$ cat src/hdl/rsrb_pkg.sv
// Package for the RTP sequence reorder buffer: queue sizing, item types,
// controller/datapath command and status structs. No dependencies.
package rsrb_pkg;

  localparam int QUEUE_DEPTH = 16;
  localparam int IDX_W       = $clog2(QUEUE_DEPTH);
  localparam int CNT_W       = $clog2(QUEUE_DEPTH + 1);
  localparam int CFG_IDX_W   = 1;
  localparam int CFG_DATA_W  = 31;

  localparam logic [CFG_IDX_W-1:0] REG_MAX_SEQ_GAP = 1'd0;
  localparam logic [CFG_IDX_W-1:0] REG_MAX_TS_GAP  = 1'd1;

  localparam logic [15:0] MAX_SEQ_GAP_RST = 16'd64;
  localparam logic [30:0] MAX_TS_GAP_RST  = 31'd48000;

  typedef struct packed {
    logic [15:0] seq_num;
    logic [31:0] rtp_time;
    logic [15:0] packet_ref;
    logic [15:0] packet_len;
  } in_item_t;

  typedef struct packed {
    logic [15:0] out_ref;
    logic [15:0] out_len;
    logic [15:0] out_seq;
    logic [31:0] out_time;
    logic        is_last;
  } out_item_t;

  typedef enum logic [1:0] {
    DEC_NEW,
    DEC_HOLD,
    DEC_NEXT,
    DEC_DROP
  } dec_t;

  typedef struct packed {
    logic load;
    logic diff;
    logic scan_start;
    logic scan_step;
    logic hold_wr;
    logic emit;
    logic emit_in;
    logic new_flow;
    logic flush;
  } cmd_t;

  typedef struct packed {
    dec_t dec;
    logic scan_last;
    logic full;
    logic min_next;
    logic pend_valid;
    logic out_free;
  } stat_t;

endpackage

$ cat src/hdl/rsrb_if.sv
// Valid/ready channel interfaces for the reorder buffer input and output items.
// Depends on rsrb_pkg.
interface rsrb_in_if;
  import rsrb_pkg::*;
  logic     valid;
  logic     ready;
  in_item_t data;
  modport source (output valid, output data, input ready);
  modport sink (input valid, input data, output ready);
endinterface

interface rsrb_out_if;
  import rsrb_pkg::*;
  logic      valid;
  logic      ready;
  out_item_t data;
  modport source (output valid, output data, input ready);
  modport sink (input valid, input data, output ready);
endinterface

$ cat src/hdl/rsrb_datapath.sv
// Reorder buffer datapath: config and last-forwarded registers, slot storage,
// scan unit (count, duplicate, free slot, minimum), pending and output item.
// Depends on rsrb_pkg.
module rsrb_datapath (
  input  logic                             clk,
  input  logic                             rst,
  input  logic                             cfg_we,
  input  logic [rsrb_pkg::CFG_IDX_W-1:0]   cfg_index,
  input  logic [rsrb_pkg::CFG_DATA_W-1:0]  cfg_data,
  input  rsrb_pkg::in_item_t               in_data,
  input  logic                             out_ready,
  output logic                             out_valid,
  output rsrb_pkg::out_item_t              out_data,
  input  rsrb_pkg::cmd_t                   cmd,
  output rsrb_pkg::stat_t                  stat
);
  import rsrb_pkg::*;

  logic [15:0] max_seq_gap;
  logic [30:0] max_ts_gap;
  logic [15:0] last_seq;
  logic [31:0] last_time;
  in_item_t    cur;

  logic [31:0] tmag;
  logic [15:0] smag;
  logic        ds_gt1;
  logic        ds_eq1;

  logic [QUEUE_DEPTH-1:0] slot_valid;
  logic [15:0] slot_seq  [QUEUE_DEPTH];
  logic [31:0] slot_time [QUEUE_DEPTH];
  logic [15:0] slot_ref  [QUEUE_DEPTH];
  logic [15:0] slot_len  [QUEUE_DEPTH];

  logic [IDX_W-1:0] idx;
  logic [CNT_W-1:0] cnt;
  logic             dup;
  logic             free_found;
  logic [IDX_W-1:0] free_idx;
  logic             min_found;
  logic [IDX_W-1:0] min_idx;
  out_item_t        min_item;

  logic      pend_valid;
  out_item_t pend;
  out_item_t src;

  logic [31:0] d;
  logic [16:0] ds;
  logic [16:0] last_inc;
  logic        out_free;
  logic        hit_valid;

  assign d        = cur.rtp_time - last_time;
  assign ds       = {1'b0, cur.seq_num} - {1'b0, last_seq};
  assign last_inc = {1'b0, last_seq} + 17'd1;
  assign out_free = !out_valid || out_ready;
  assign hit_valid = slot_valid[idx];

  always_comb begin
    if (cmd.emit_in) begin
      src = '{out_ref: cur.packet_ref, out_len: cur.packet_len, out_seq: cur.seq_num,
              out_time: cur.rtp_time, is_last: 1'b0};
    end else begin
      src = min_item;
    end
  end

  always_comb begin
    stat.scan_last  = (idx == IDX_W'(QUEUE_DEPTH - 1));
    stat.full       = (cnt == CNT_W'(QUEUE_DEPTH));
    stat.min_next   = min_found && ({1'b0, min_item.out_seq} == last_inc);
    stat.pend_valid = pend_valid;
    stat.out_free   = out_free;
    if (tmag > {1'b0, max_ts_gap} || smag > max_seq_gap) begin
      stat.dec = DEC_NEW;
    end else if (ds_gt1) begin
      stat.dec = DEC_HOLD;
    end else if (ds_eq1) begin
      stat.dec = DEC_NEXT;
    end else begin
      stat.dec = DEC_DROP;
    end
  end

  always_ff @(posedge clk) begin
    if (rst) begin
      max_seq_gap <= MAX_SEQ_GAP_RST;
      max_ts_gap  <= MAX_TS_GAP_RST;
    end else if (cfg_we) begin
      unique case (cfg_index)
        REG_MAX_SEQ_GAP: max_seq_gap <= cfg_data[15:0];
        REG_MAX_TS_GAP:  max_ts_gap  <= cfg_data;
      endcase
    end
  end

  always_ff @(posedge clk) begin
    if (cmd.load) begin
      cur <= in_data;
    end
    if (cmd.diff) begin
      tmag   <= d[31] ? (~d + 32'd1) : d;
      smag   <= ds[16] ? 16'(~ds + 17'd1) : ds[15:0];
      ds_gt1 <= !ds[16] && (ds > 17'd1);
      ds_eq1 <= (ds == 17'd1);
    end
    if (cmd.scan_start) begin
      idx        <= '0;
      cnt        <= '0;
      dup        <= 1'b0;
      free_found <= 1'b0;
      min_found  <= 1'b0;
    end else if (cmd.scan_step) begin
      idx <= idx + IDX_W'(1);
      cnt <= cnt + CNT_W'(hit_valid);
      if (hit_valid && slot_seq[idx] == cur.seq_num) begin
        dup <= 1'b1;
      end
      if (!hit_valid && !free_found) begin
        free_found <= 1'b1;
        free_idx   <= idx;
      end
      if (hit_valid && (!min_found || slot_seq[idx] < min_item.out_seq)) begin
        min_found <= 1'b1;
        min_idx   <= idx;
        min_item  <= '{out_ref: slot_ref[idx], out_len: slot_len[idx],
                       out_seq: slot_seq[idx], out_time: slot_time[idx], is_last: 1'b0};
      end
    end
    if (cmd.hold_wr && !dup && free_found) begin
      slot_seq[free_idx]  <= cur.seq_num;
      slot_time[free_idx] <= cur.rtp_time;
      slot_ref[free_idx]  <= cur.packet_ref;
      slot_len[free_idx]  <= cur.packet_len;
    end
  end

  always_ff @(posedge clk) begin
    if (rst) begin
      slot_valid <= '0;
      last_seq   <= '0;
      last_time  <= '0;
      pend_valid <= 1'b0;
      out_valid  <= 1'b0;
    end else begin
      if (cmd.hold_wr && !dup && free_found) begin
        slot_valid[free_idx] <= 1'b1;
      end
      if (cmd.emit) begin
        last_seq   <= src.out_seq;
        last_time  <= src.out_time;
        pend       <= src;
        pend_valid <= 1'b1;
        if (cmd.new_flow) begin
          slot_valid <= '0;
        end else if (!cmd.emit_in) begin
          slot_valid[min_idx] <= 1'b0;
        end
      end else if (cmd.flush) begin
        pend_valid <= 1'b0;
      end
      if ((cmd.emit || cmd.flush) && pend_valid) begin
        out_valid <= 1'b1;
        out_data  <= '{out_ref: pend.out_ref, out_len: pend.out_len, out_seq: pend.out_seq,
                       out_time: pend.out_time, is_last: cmd.flush};
      end else if (out_ready) begin
        out_valid <= 1'b0;
      end
    end
  end

`ifndef ASSERT_OFF
  a_no_overwrite: assert property (@(posedge clk) disable iff (rst)
    (cmd.emit || cmd.flush) && pend_valid |-> out_free)
    else $error("pending item pushed into a busy output register");
  a_flush_clears: assert property (@(posedge clk) disable iff (rst)
    cmd.flush && !cmd.emit |=> !pend_valid)
    else $error("pending item survived a flush");
  a_new_flow_empty: assert property (@(posedge clk) disable iff (rst)
    cmd.emit && cmd.new_flow |=> slot_valid == '0)
    else $error("held entries survived a new flow");
`endif

endmodule

$ cat src/hdl/rsrb_ctrl.sv
// Reorder buffer controller: sequences decide, hold, queue scan, release and
// flush of one item at a time. Depends on rsrb_pkg.
module rsrb_ctrl (
  input  logic            clk,
  input  logic            rst,
  input  logic            in_valid,
  output logic            in_ready,
  input  rsrb_pkg::stat_t stat,
  output rsrb_pkg::cmd_t  cmd
);
  import rsrb_pkg::*;

  typedef enum logic [3:0] {
    S_IDLE,
    S_DIFF,
    S_DECIDE,
    S_HSCAN,
    S_HWRITE,
    S_EMIT_IN,
    S_CSCAN,
    S_CDECIDE,
    S_REL,
    S_FLUSH
  } state_t;

  state_t state;
  logic   is_new;
  logic   first_pass;
  logic   can_emit;

  assign can_emit = !stat.pend_valid || stat.out_free;
  assign in_ready = (state == S_IDLE);

  always_comb begin
    cmd            = '0;
    cmd.load       = in_valid && in_ready;
    cmd.diff       = (state == S_DIFF);
    cmd.scan_step  = (state == S_HSCAN) || (state == S_CSCAN);
    cmd.hold_wr    = (state == S_HWRITE);
    cmd.scan_start = (state == S_HWRITE) || (state == S_DECIDE) ||
                     (((state == S_EMIT_IN) || (state == S_REL)) && can_emit);
    cmd.emit       = ((state == S_EMIT_IN) || (state == S_REL)) && can_emit;
    cmd.emit_in    = (state == S_EMIT_IN);
    cmd.new_flow   = (state == S_EMIT_IN) && is_new;
    cmd.flush      = (state == S_FLUSH) && stat.pend_valid && stat.out_free;
  end

  always_ff @(posedge clk) begin
    if (rst) begin
      state      <= S_IDLE;
      is_new     <= 1'b0;
      first_pass <= 1'b0;
    end else begin
      unique case (state)
        S_IDLE: begin
          if (in_valid) begin
            state <= S_DIFF;
          end
        end
        S_DIFF: state <= S_DECIDE;
        S_DECIDE: begin
          is_new <= (stat.dec == DEC_NEW);
          unique case (stat.dec)
            DEC_NEW, DEC_NEXT: state <= S_EMIT_IN;
            DEC_HOLD:          state <= S_HSCAN;
            DEC_DROP:          state <= S_FLUSH;
          endcase
        end
        S_HSCAN: begin
          if (stat.scan_last) begin
            state <= S_HWRITE;
          end
        end
        S_HWRITE: begin
          first_pass <= 1'b1;
          state      <= S_CSCAN;
        end
        S_EMIT_IN: begin
          if (can_emit) begin
            first_pass <= 1'b1;
            state      <= is_new ? S_FLUSH : S_CSCAN;
          end
        end
        S_CSCAN: begin
          if (stat.scan_last) begin
            state <= S_CDECIDE;
          end
        end
        S_CDECIDE: begin
          first_pass <= 1'b0;
          if ((first_pass && stat.full) || stat.min_next) begin
            state <= S_REL;
          end else begin
            state <= S_FLUSH;
          end
        end
        S_REL: begin
          if (can_emit) begin
            state <= S_CSCAN;
          end
        end
        S_FLUSH: begin
          if (!stat.pend_valid || stat.out_free) begin
            state <= S_IDLE;
          end
        end
        default: state <= S_IDLE;
      endcase
    end
  end

endmodule

$ cat src/hdl/rtp_sequence_reorder_buffer.sv
// Top level of the RTP sequence reorder buffer: controller plus datapath.
// Depends on rsrb_pkg, rsrb_if, rsrb_ctrl, rsrb_datapath.
//
//   port      dir   item / use
//   pkt_in    sink  seq_num, rtp_time, packet_ref, packet_len
//   pkt_out   src   out_ref, out_len, out_seq, out_time, is_last
//   cfg_*     in    0 max_seq_gap, 1 max_ts_gap
//
// One item at a time. A drop or a new flow needs no queue scan. Each queue scan
// walks QUEUE_DEPTH slots one per cycle; a next item takes (releases + 1) scans,
// and a held item one more for its own scan.
// Sync reset empties the queue at once. Output stalls hold the release loop.
module rtp_sequence_reorder_buffer (
  input  logic                             clk,
  input  logic                             rst,
  input  logic                             cfg_we,
  input  logic [rsrb_pkg::CFG_IDX_W-1:0]   cfg_index,
  input  logic [rsrb_pkg::CFG_DATA_W-1:0]  cfg_data,
  rsrb_in_if.sink                          pkt_in,
  rsrb_out_if.source                       pkt_out
);
  import rsrb_pkg::*;

  cmd_t  cmd;
  stat_t stat;

  rsrb_ctrl u_ctrl (
    .clk      (clk),
    .rst      (rst),
    .in_valid (pkt_in.valid),
    .in_ready (pkt_in.ready),
    .stat     (stat),
    .cmd      (cmd)
  );

  rsrb_datapath u_dp (
    .clk       (clk),
    .rst       (rst),
    .cfg_we    (cfg_we),
    .cfg_index (cfg_index),
    .cfg_data  (cfg_data),
    .in_data   (pkt_in.data),
    .out_ready (pkt_out.ready),
    .out_valid (pkt_out.valid),
    .out_data  (pkt_out.data),
    .cmd       (cmd),
    .stat      (stat)
  );

endmodule

$ cat src/flat_wrapper.sv
// flat-port wrapper written by rule: the top's interface ports become plain ports
module rtp_sequence_reorder_buffer_flat import rsrb_pkg::*;
  (clk, rst, cfg_we, cfg_index, cfg_data, pkt_in_valid, pkt_in_data, pkt_in_ready, pkt_out_valid, pkt_out_data, pkt_out_ready);
  rsrb_in_if pkt_in_i ();
  rsrb_out_if pkt_out_i ();
  input  logic clk;
  input  logic rst;
  input  logic cfg_we;
  input  logic [rsrb_pkg::CFG_IDX_W-1:0] cfg_index;
  input  logic [rsrb_pkg::CFG_DATA_W-1:0] cfg_data;
  input wire logic [$bits(pkt_in_i.valid)-1:0] pkt_in_valid;
  input wire logic [$bits(pkt_in_i.data)-1:0] pkt_in_data;
  output wire logic [$bits(pkt_in_i.ready)-1:0] pkt_in_ready;
  output wire logic [$bits(pkt_out_i.valid)-1:0] pkt_out_valid;
  output wire logic [$bits(pkt_out_i.data)-1:0] pkt_out_data;
  input wire logic [$bits(pkt_out_i.ready)-1:0] pkt_out_ready;
  assign pkt_in_i.valid = pkt_in_valid;
  assign pkt_in_i.data = pkt_in_data;
  assign pkt_in_ready = pkt_in_i.ready;
  assign pkt_out_valid = pkt_out_i.valid;
  assign pkt_out_data = pkt_out_i.data;
  assign pkt_out_i.ready = pkt_out_ready;
  rtp_sequence_reorder_buffer u_core (.clk(clk), .rst(rst), .cfg_we(cfg_we), .cfg_index(cfg_index), .cfg_data(cfg_data), .pkt_in(pkt_in_i), .pkt_out(pkt_out_i));
endmodule
$ cat config.mk
export PLATFORM = sky130hd
export DESIGN_NAME = rtp_sequence_reorder_buffer_flat
export DESIGN_NICKNAME = d
export VERILOG_FILES = /design/src/hdl/rsrb_pkg.sv /design/src/hdl/rsrb_if.sv /design/src/hdl/rsrb_datapath.sv /design/src/hdl/rsrb_ctrl.sv /design/src/hdl/rtp_sequence_reorder_buffer.sv /design/src/flat_wrapper.sv
export SDC_FILE = /design/constraint.sdc
export NUM_CORES = 2
export LEC_CHECK = 0
export BUFFER_PORTS_ARGS = -buffer_cell sky130_fd_sc_hd__buf_2
export CAP_MARGIN = 15
export CORE_MARGIN = 2
export CORE_UTILIZATION = 40
export DETAILED_ROUTE_END_ITERATION = 16
export GPL_TIMING_DRIVEN = 0
export PLACE_DENSITY_LB_ADDON = 0.2
export SLEW_MARGIN = 20
export SYNTH_ARGS = -nofsm -noshare
export SYNTH_HDL_FRONTEND = slang
export SYNTH_SLANG_ARGS = --single-unit
$ cat constraint.sdc
create_clock -name clk -period 10.26 [get_ports clk]
set_input_delay 0.513 -clock clk [delete_from_list [all_inputs] [get_ports clk]]
set_output_delay 0.513 -clock clk [all_outputs]
set_load 0.005 [all_outputs]
Word level (Yosys, flattened, before mapping)
Memories as Yosys holds them, arrays and structs flattened. A register that Yosys moved wholly into a read port is not among the register bits.
Index checks and enable logic that the tools add are counted.
{"block": "totals", "out_inout_bits": 83, "inputBits": 117, "latchBits": 0, "mem_bits_ro": 0, "wordCells": 174, "ramBits": 1280, "regBits": 446, "memories": 4}
{"block": "op_classes", "n_shift": 0, "order_cmp": 9, "n_mux": 37, "add_sub_neg": 7, "reduce_logical": 50, "mul": 0, "bitwise": 8, "eq_ne": 23, "div_mod_pow": 0}
{"memory": "u_core.u_dp.slot_time", "words": 16, "width": 32, "read_ports": 1, "rd_ports_with_merged_regs": 1, "wr": 1, "line": "rsrb_datapath.sv:32", "text": "logic [31:0] slot_time [QUEUE_DEPTH];"}
{"memory": "u_core.u_dp.slot_len", "words": 16, "width": 16, "read_ports": 1, "rd_ports_with_merged_regs": 1, "wr": 1, "line": "rsrb_datapath.sv:34", "text": "logic [15:0] slot_len [QUEUE_DEPTH];"}
{"memory": "u_core.u_dp.slot_ref", "words": 16, "width": 16, "read_ports": 1, "rd_ports_with_merged_regs": 1, "wr": 1, "line": "rsrb_datapath.sv:33", "text": "logic [15:0] slot_ref [QUEUE_DEPTH];"}
{"memory": "u_core.u_dp.slot_seq", "words": 16, "width": 16, "read_ports": 1, "rd_ports_with_merged_regs": 1, "wr": 1, "line": "rsrb_datapath.sv:31", "text": "logic [15:0] slot_seq [QUEUE_DEPTH];"}
{"op": "16-bit 2-to-1 mux", "count": 6}
{"op": "81-bit 2-to-1 mux", "count": 1}
{"op": "4-bit one-hot mux with 10 select lines", "count": 1}
{"op": "4-bit 2-to-1 mux", "count": 9}
{"op": "32-bit by 1-bit adder with 32-bit output (second input constant)", "count": 1}
{"op": "32-bit by 31-bit > comparator with 1-bit output", "count": 1}
{"op": "16-bit inverter", "count": 2}
{"op": "32-bit inverter", "count": 1}
{"op": "32-bit subtractor", "count": 1}
{"op": "31-bit 2-to-1 mux", "count": 1}
{"op": "16-bit by 1-bit adder with 17-bit output (second input constant)", "count": 1}
{"op": "16-bit by 17-bit equality test with 1-bit output", "count": 1}
{"op": "17-bit by 1-bit equality test with 1-bit output (second input constant)", "count": 1}
{"op": "17-bit by 1-bit > comparator with 1-bit output (second input constant)", "count": 1}
{"op": "16-bit by 16-bit subtractor with 17-bit output", "count": 1}
{"op": "16-bit by 1-bit adder with 16-bit output (second input constant)", "count": 1}
{"op": "16-bit AND", "count": 1}
{"op": "16-bit equality test", "count": 1}
{"op": "4-bit by 3-bit equality test with 1-bit output (second input constant)", "count": 4}
{"op": "16-bit > comparator", "count": 1}
{"op": "1-bit logical AND", "count": 16}
{"op": "16-bit < comparator", "count": 1}
{"op": "16-bit bitwise OR", "count": 1}
{"op": "2-bit AND reduction", "count": 8}
{"op": "28 further kinds", "count": 71}

Longest topological paths before layout
{"block": "logic_depth", "depth_word": 11, "ltp_mapped": 15, "ltp_nobuf": 14}

Hierarchy
A second synthesis with hierarchy kept.
{"block": "hier_totals", "cells_unflattened": 3838, "area_unflattened_um2": 72173.0}
{"mod": "rsrb_datapath", "area_each_um2": 71579.9, "seq_area_each_um2": 52400.3, "cells_each": 3760, "instances": 1}
{"mod": "rsrb_ctrl", "area_each_um2": 593.1, "seq_area_each_um2": 120.1, "cells_each": 78, "instances": 1}

Worst setup path after synthesis
Ideal clock, no wire load.
{"block": "synth_path", "path_kind": "reg-to-reg", "start": "reg u_core.u_ctrl.state[2]", "end": "reg u_core.u_dp.out_valid", "arrival_ns": 7.799, "stages_incl_launch_ff": 8, "required_ns": 10.154, "path_slack_ns": 2.355, "setup_ns": 0.106, "synth_period_minus_slack_ns": 7.905, "n_path_buf": 1, "path_cell_list": "dfxtp_1 > clkbuf_1 > nor2b_1 > nand2_1 > a21oi_1 > nor2_1 > nor3b_1 > o21bai_1"}
{"block": "synth_between", "elab_chain_len": 6, "elab_cells_between_ends": 11, "cone_classes": "eq/ne: 3; mux: 1; reduce/logical: 7"}
{"item": "start, declared", "line": "rsrb_ctrl.sv:26", "text": "state_t state;"}
{"item": "start signal, assigned", "line": "rsrb_ctrl.sv:81", "text": "state <= is_new ? S_FLUSH : S_CSCAN;"}
{"item": "4-bit by 3-bit equality test with 1-bit output (tied with other cells)", "line": "rsrb_ctrl.sv:42", "text": "cmd.emit = ((state == S_EMIT_IN) || (state == S_REL)) && can_emit;"}
{"item": "1-bit logical OR or 1-bit logical AND (tied branches)", "line": "rsrb_ctrl.sv:42, rsrb_ctrl.sv:45"}
{"item": "1-bit logical AND, on equally long branches", "line": "rsrb_ctrl.sv:42, rsrb_ctrl.sv:45"}
{"item": "1-bit logical OR *", "line": "rsrb_datapath.sv:164", "text": "if ((cmd.emit || cmd.flush) && pend_valid) begin"}
{"item": "1-bit logical AND *", "line": "rsrb_datapath.sv:164"}
{"item": "1-bit 2-to-1 mux or 2-bit nonzero test (tied branches)"}
{"item": "end signal, assigned", "line": "rsrb_datapath.sv:146", "text": "out_valid <= 1'b0;"}
{"item": "end signal, assigned", "line": "rsrb_datapath.sv:165", "text": "out_valid <= 1'b1;"}
{"item": "end signal, assigned", "line": "rsrb_datapath.sv:169", "text": "out_valid <= 1'b0;"}
{"item": "end, declared", "line": "rsrb_datapath.sv:12", "text": "output logic out_valid,"}
Mark *: on every way between the ends. The rest lies on a longest branch, timed or not.
A chain may end at the register's enable or synchronous reset.

==> metrics.md <==
| Metric | Value |
|---|---|
| Final std cells w/o fill | between 7k and 8k |
| Yosys cell types | 86 |
| Largest net degree at the start of global routing | 33 |
| Synth Instances | roughly 4k |
| Final Instance Area | 85,800 µm² |
| Crit path max fanout | 17 |
| Initial Util | about two fifths |
| Final Cycle Share | 53.16% |
| IO Pins | 200 |
| Most frequent cells in the layout | edfxtp_1 (1,659), mux4_2 (405), nand2_1 (356) |
| Placed Area | about 79,000 µm² |
| Clk_skew | 28.09 ps |
| Synth-to-Final Area Change | 19.33% |
| Largest cells by area after synthesis | edfxtp_1 (69%), mux4_2 (13%), dfxtp_1 (3.8%) |
| Cell Count Post-Placement | 6,703 |
| Die X-Extent | between 400 and 500 µm |
| Worst-path clk slew | 60 ps |
| Initial antenna violation count | 0 |
| Syn_area_per_cell | 18.03 µm² |
| ANT nets after route | 0 |
| Pre-CTS setup slack | ~4800 ps |
| Multi-input gate area | 18,340 µm² |
| Final Hold Fails | 0 |
| # setup viols final | 0 |
| Number of CTS-inserted buffers | between 150 and 200 |
| # diodes | 0 |
| Maxcap violations | 0 |
| Post-DP HPWL | 128,000 µm |
| Total number of vias | between 30k and 40k |
| H-tree depth | 4 |
| Leakage | roughly 28 nW |
| WL final | 187,500 µm |
| Max frequency | 183.4 MHz |
| Share of the yosys chip area belonging to registers | 73.05% |
| Slew margin rel. | 20.94% |
| Longest Clk Path Bufs | 3 |
| Worst path required time | between 10,000 and 15,000 ps |
| Clock sink count | 1,794 |
| Root Buffer | clkbuf_16 |
| Synth Register Bits | 1,794 |
| Slew Limit Fails | 0 |
| Final nets | 4,883 |
| Main flop type after synthesis | edfxtp_1 |
| Total gr overflow | 0 |
| Post-route minimum period | 5454 ps |
| DRC viols | 0 |
| Buf/Inv on CP | 6 |
| CTS tree | done |
| Worst-path cell chain | clkbuf_1, clkbuf_1, mux4_2, mux4_2, ha_1, a21o_1, a21o_1, a21oi_1, nor2b_1, o21ai_0, nand2b_1, a211oi_1, o21ai_0, nor2_4, buf_12, buf_12, buf_12, buf_16 |
| First-pass GRT wire length | 272,600 µm |
| Router iterations before antenna repair | 5 |
| Total track usage | 20.35% |
| Most used cell, CP | buf_12 |
| Post-CTS setup buffers | 0 |
| Ys async rst share | 0% |
| Post-synth EDFFs | 1,659 |
| DR vias/cell | 5.444 |
| Max stage delay on crit path | 680 ps |
| 1st-iter DRT viols | about 4.2k |
| RSZ-0062 raised after global routing | no |
| Setup crit start kind | flip-flop |
| Slowest stage cell, crit path | clkbuf_1 |
| Synthesis Warnings | 0 |
| Die area | 183,200 µm² |
| Port bufs | 199 |
| Worst Tran Pin Value | 1186 ps |
| WL per Instance | 26.17 µm |
| Reg area | between 50,000 and 60,000 µm² |
| Fillers | between 10k and 15k |
| Syn nets | 4,223 |
| Hold crit path type | input port to flip-flop |
| Critical Path AT | 5970 ps |
| Pwr dens | 229.2 nW/µm² |
| Clk Latency, worst-skew pair | 830 ps |
| Kind of critical path | flip-flop to flip-flop |
| Top delay family on crit path | buffers and inverters |
| Die Y | about 430 µm |
| Core Area | 178,600 µm² |
| Maximum VDD drop | 0.1446 mV |
| Status | completed |
| Final GP Congestion | 0.8519 |
| CP endpoint kind | flip-flop |
| Vias in the first global route | 39.17k |
| Final Worst Setup Slack | 4806 ps |
| Area leader, netlist | edfxtp_1 |
| Post-synth top area share | 69.29% |
| Cell area after synthesis | 71,900 µm² |
| Share of cells above drive strength 1 | 23.75% |
| Site Rows | 155 |
| Leading cell type in the layout, fill and taps excluded | edfxtp_1 |
==> final timing paths <==
| path | cells past startpoint | slack [ps] | from | end |
|---|---|---|---|---|
| setup / recovery | 18 | 4810 | flip-flop | u_core.u_dp.min_item[19] |
| hold / removal | 4 | 110 | cfg_we | u_core.u_dp.max_ts_gap[30] |
| setup reg to reg | 18 | 4810 | flip-flop | u_core.u_dp.min_item[19] |
| hold reg to reg | 0 | 410 | u_core.u_dp.pend[21] | u_core.u_dp.out_data[21] |
==> cell usage after synthesis (31+ instances only) <==
| master | number |
|---|---|
| xnor2_1 | 78 |
| xor2_1 | 37 |
| dfxtp_1 | 135 |
| a21o_1 | 31 |
| nand2_1 | 356 |
| ha_1 | 116 |
| mux4_2 | 405 |
| edfxtp_1 | 1659 |
| clkbuf_1 | 108 |
| o21ai_0 | 65 |
| nor2_1 | 197 |
| nand3_1 | 32 |
| inv_1 | 127 |
| buf_1 | 45 |
| a21oi_1 | 168 |
==> metrics by stage <==
| stage | TNS (ps) | power (mW) | utilization, % | hold WS [ps] |
|---|---|---|---|---|
| CTS | 0 | 19.85 | 48.02 | 48.73 |
| global placement | -3122980 | 12.99 | 42.46 | 403.6 |
| floorplan | 0 | 11.78 | - | 400.3 |
| finish | 0 | 19.66 | 48.03 | 109.5 |
| detailed placement | 0 | 13.08 | 44.00 | 404.5 |
| global route | 0 | 20.51 | 48.03 | 103.3 |
==> tightest hold or removal path, stage by stage <==
cell and delay, ps:
buf_2 100, nand2_1 110, nand2_1 90, a21oi_1 50
==> routing by layer <==
| layer | part of all wire (%) | vias up | track usage [%] |
|---|---|---|---|
| li1 | - | 17150 | - |
| met1 | 45 | 20410 | 29.18 |
| met2 | 48 | 1204 | 32.36 |
| met3 | 5.2 | 239 | 2.878 |
| met4 | 2.6 | 0 | 6.220 |
| met5 | 0 | - | 0 |
==> area by class of cell <==
type / instances / area share, %
flip-flops and latches: 1794 / 61.21
multi-input cells: 1890 / 21.37
clock buffers: 238 / 5.744
repair buffers: 473 / 5.486
well taps: 2355 / 3.434
clock inverters: 109 / 1.324
plain buffers: 177 / 0.8706
inverters: 127 / 0.5556
==> sequential cells by signal (all words and copies together) (netlist names), 31 cells and up, named ones only <==
signal,flops
u_core.u_dp.slot_ref,256
u_core.u_dp.slot_len,256
u_core.u_dp.slot_seq,256
u_core.u_dp.max_ts_gap,31
u_core.u_dp.cur,80
u_core.u_dp.min_item,80
u_core.u_dp.last_time,32
u_core.u_dp.out_data,81
u_core.u_dp.tmag,32
u_core.u_dp.slot_time,512
u_core.u_dp.pend,80
==> report_power, final <==
group / switching (mW) / total (mW) / internal [mW] / leakage [nW]
combinational: 2.08 / 3.68 / 1.60 / 8.87
clock: 2.85 / 6.74 / 3.89 / 2.95
sequential: 0.491 / 9.24 / 8.75 / 16.0
==> kinds of logic (layout without fill, tap and decap cells) <==
kind of cell	Yosys count	count (layout)	synth area share, %
AO/OA/AOI/OAI	444	444	3.929
XOR/XNOR	115	115	1.401
adder cells (fa/ha/maj)	118	118	2.074
buffers and inverters	304	1124	1.653
flip-flops	1794	1794	73.05
multiplexers	416	416	12.84
AND/OR/NAND/NOR	797	797	5.052
==> repair_timing <==
| item | CTS | global route |
|---|---|---|
| hold buffers | 112 | 0 |
| resized for setup | 0 | 0 |
| endpoints found under the hold margin | 128 | 0 |
Note: power is estimated with default switching activity, not from simulation.
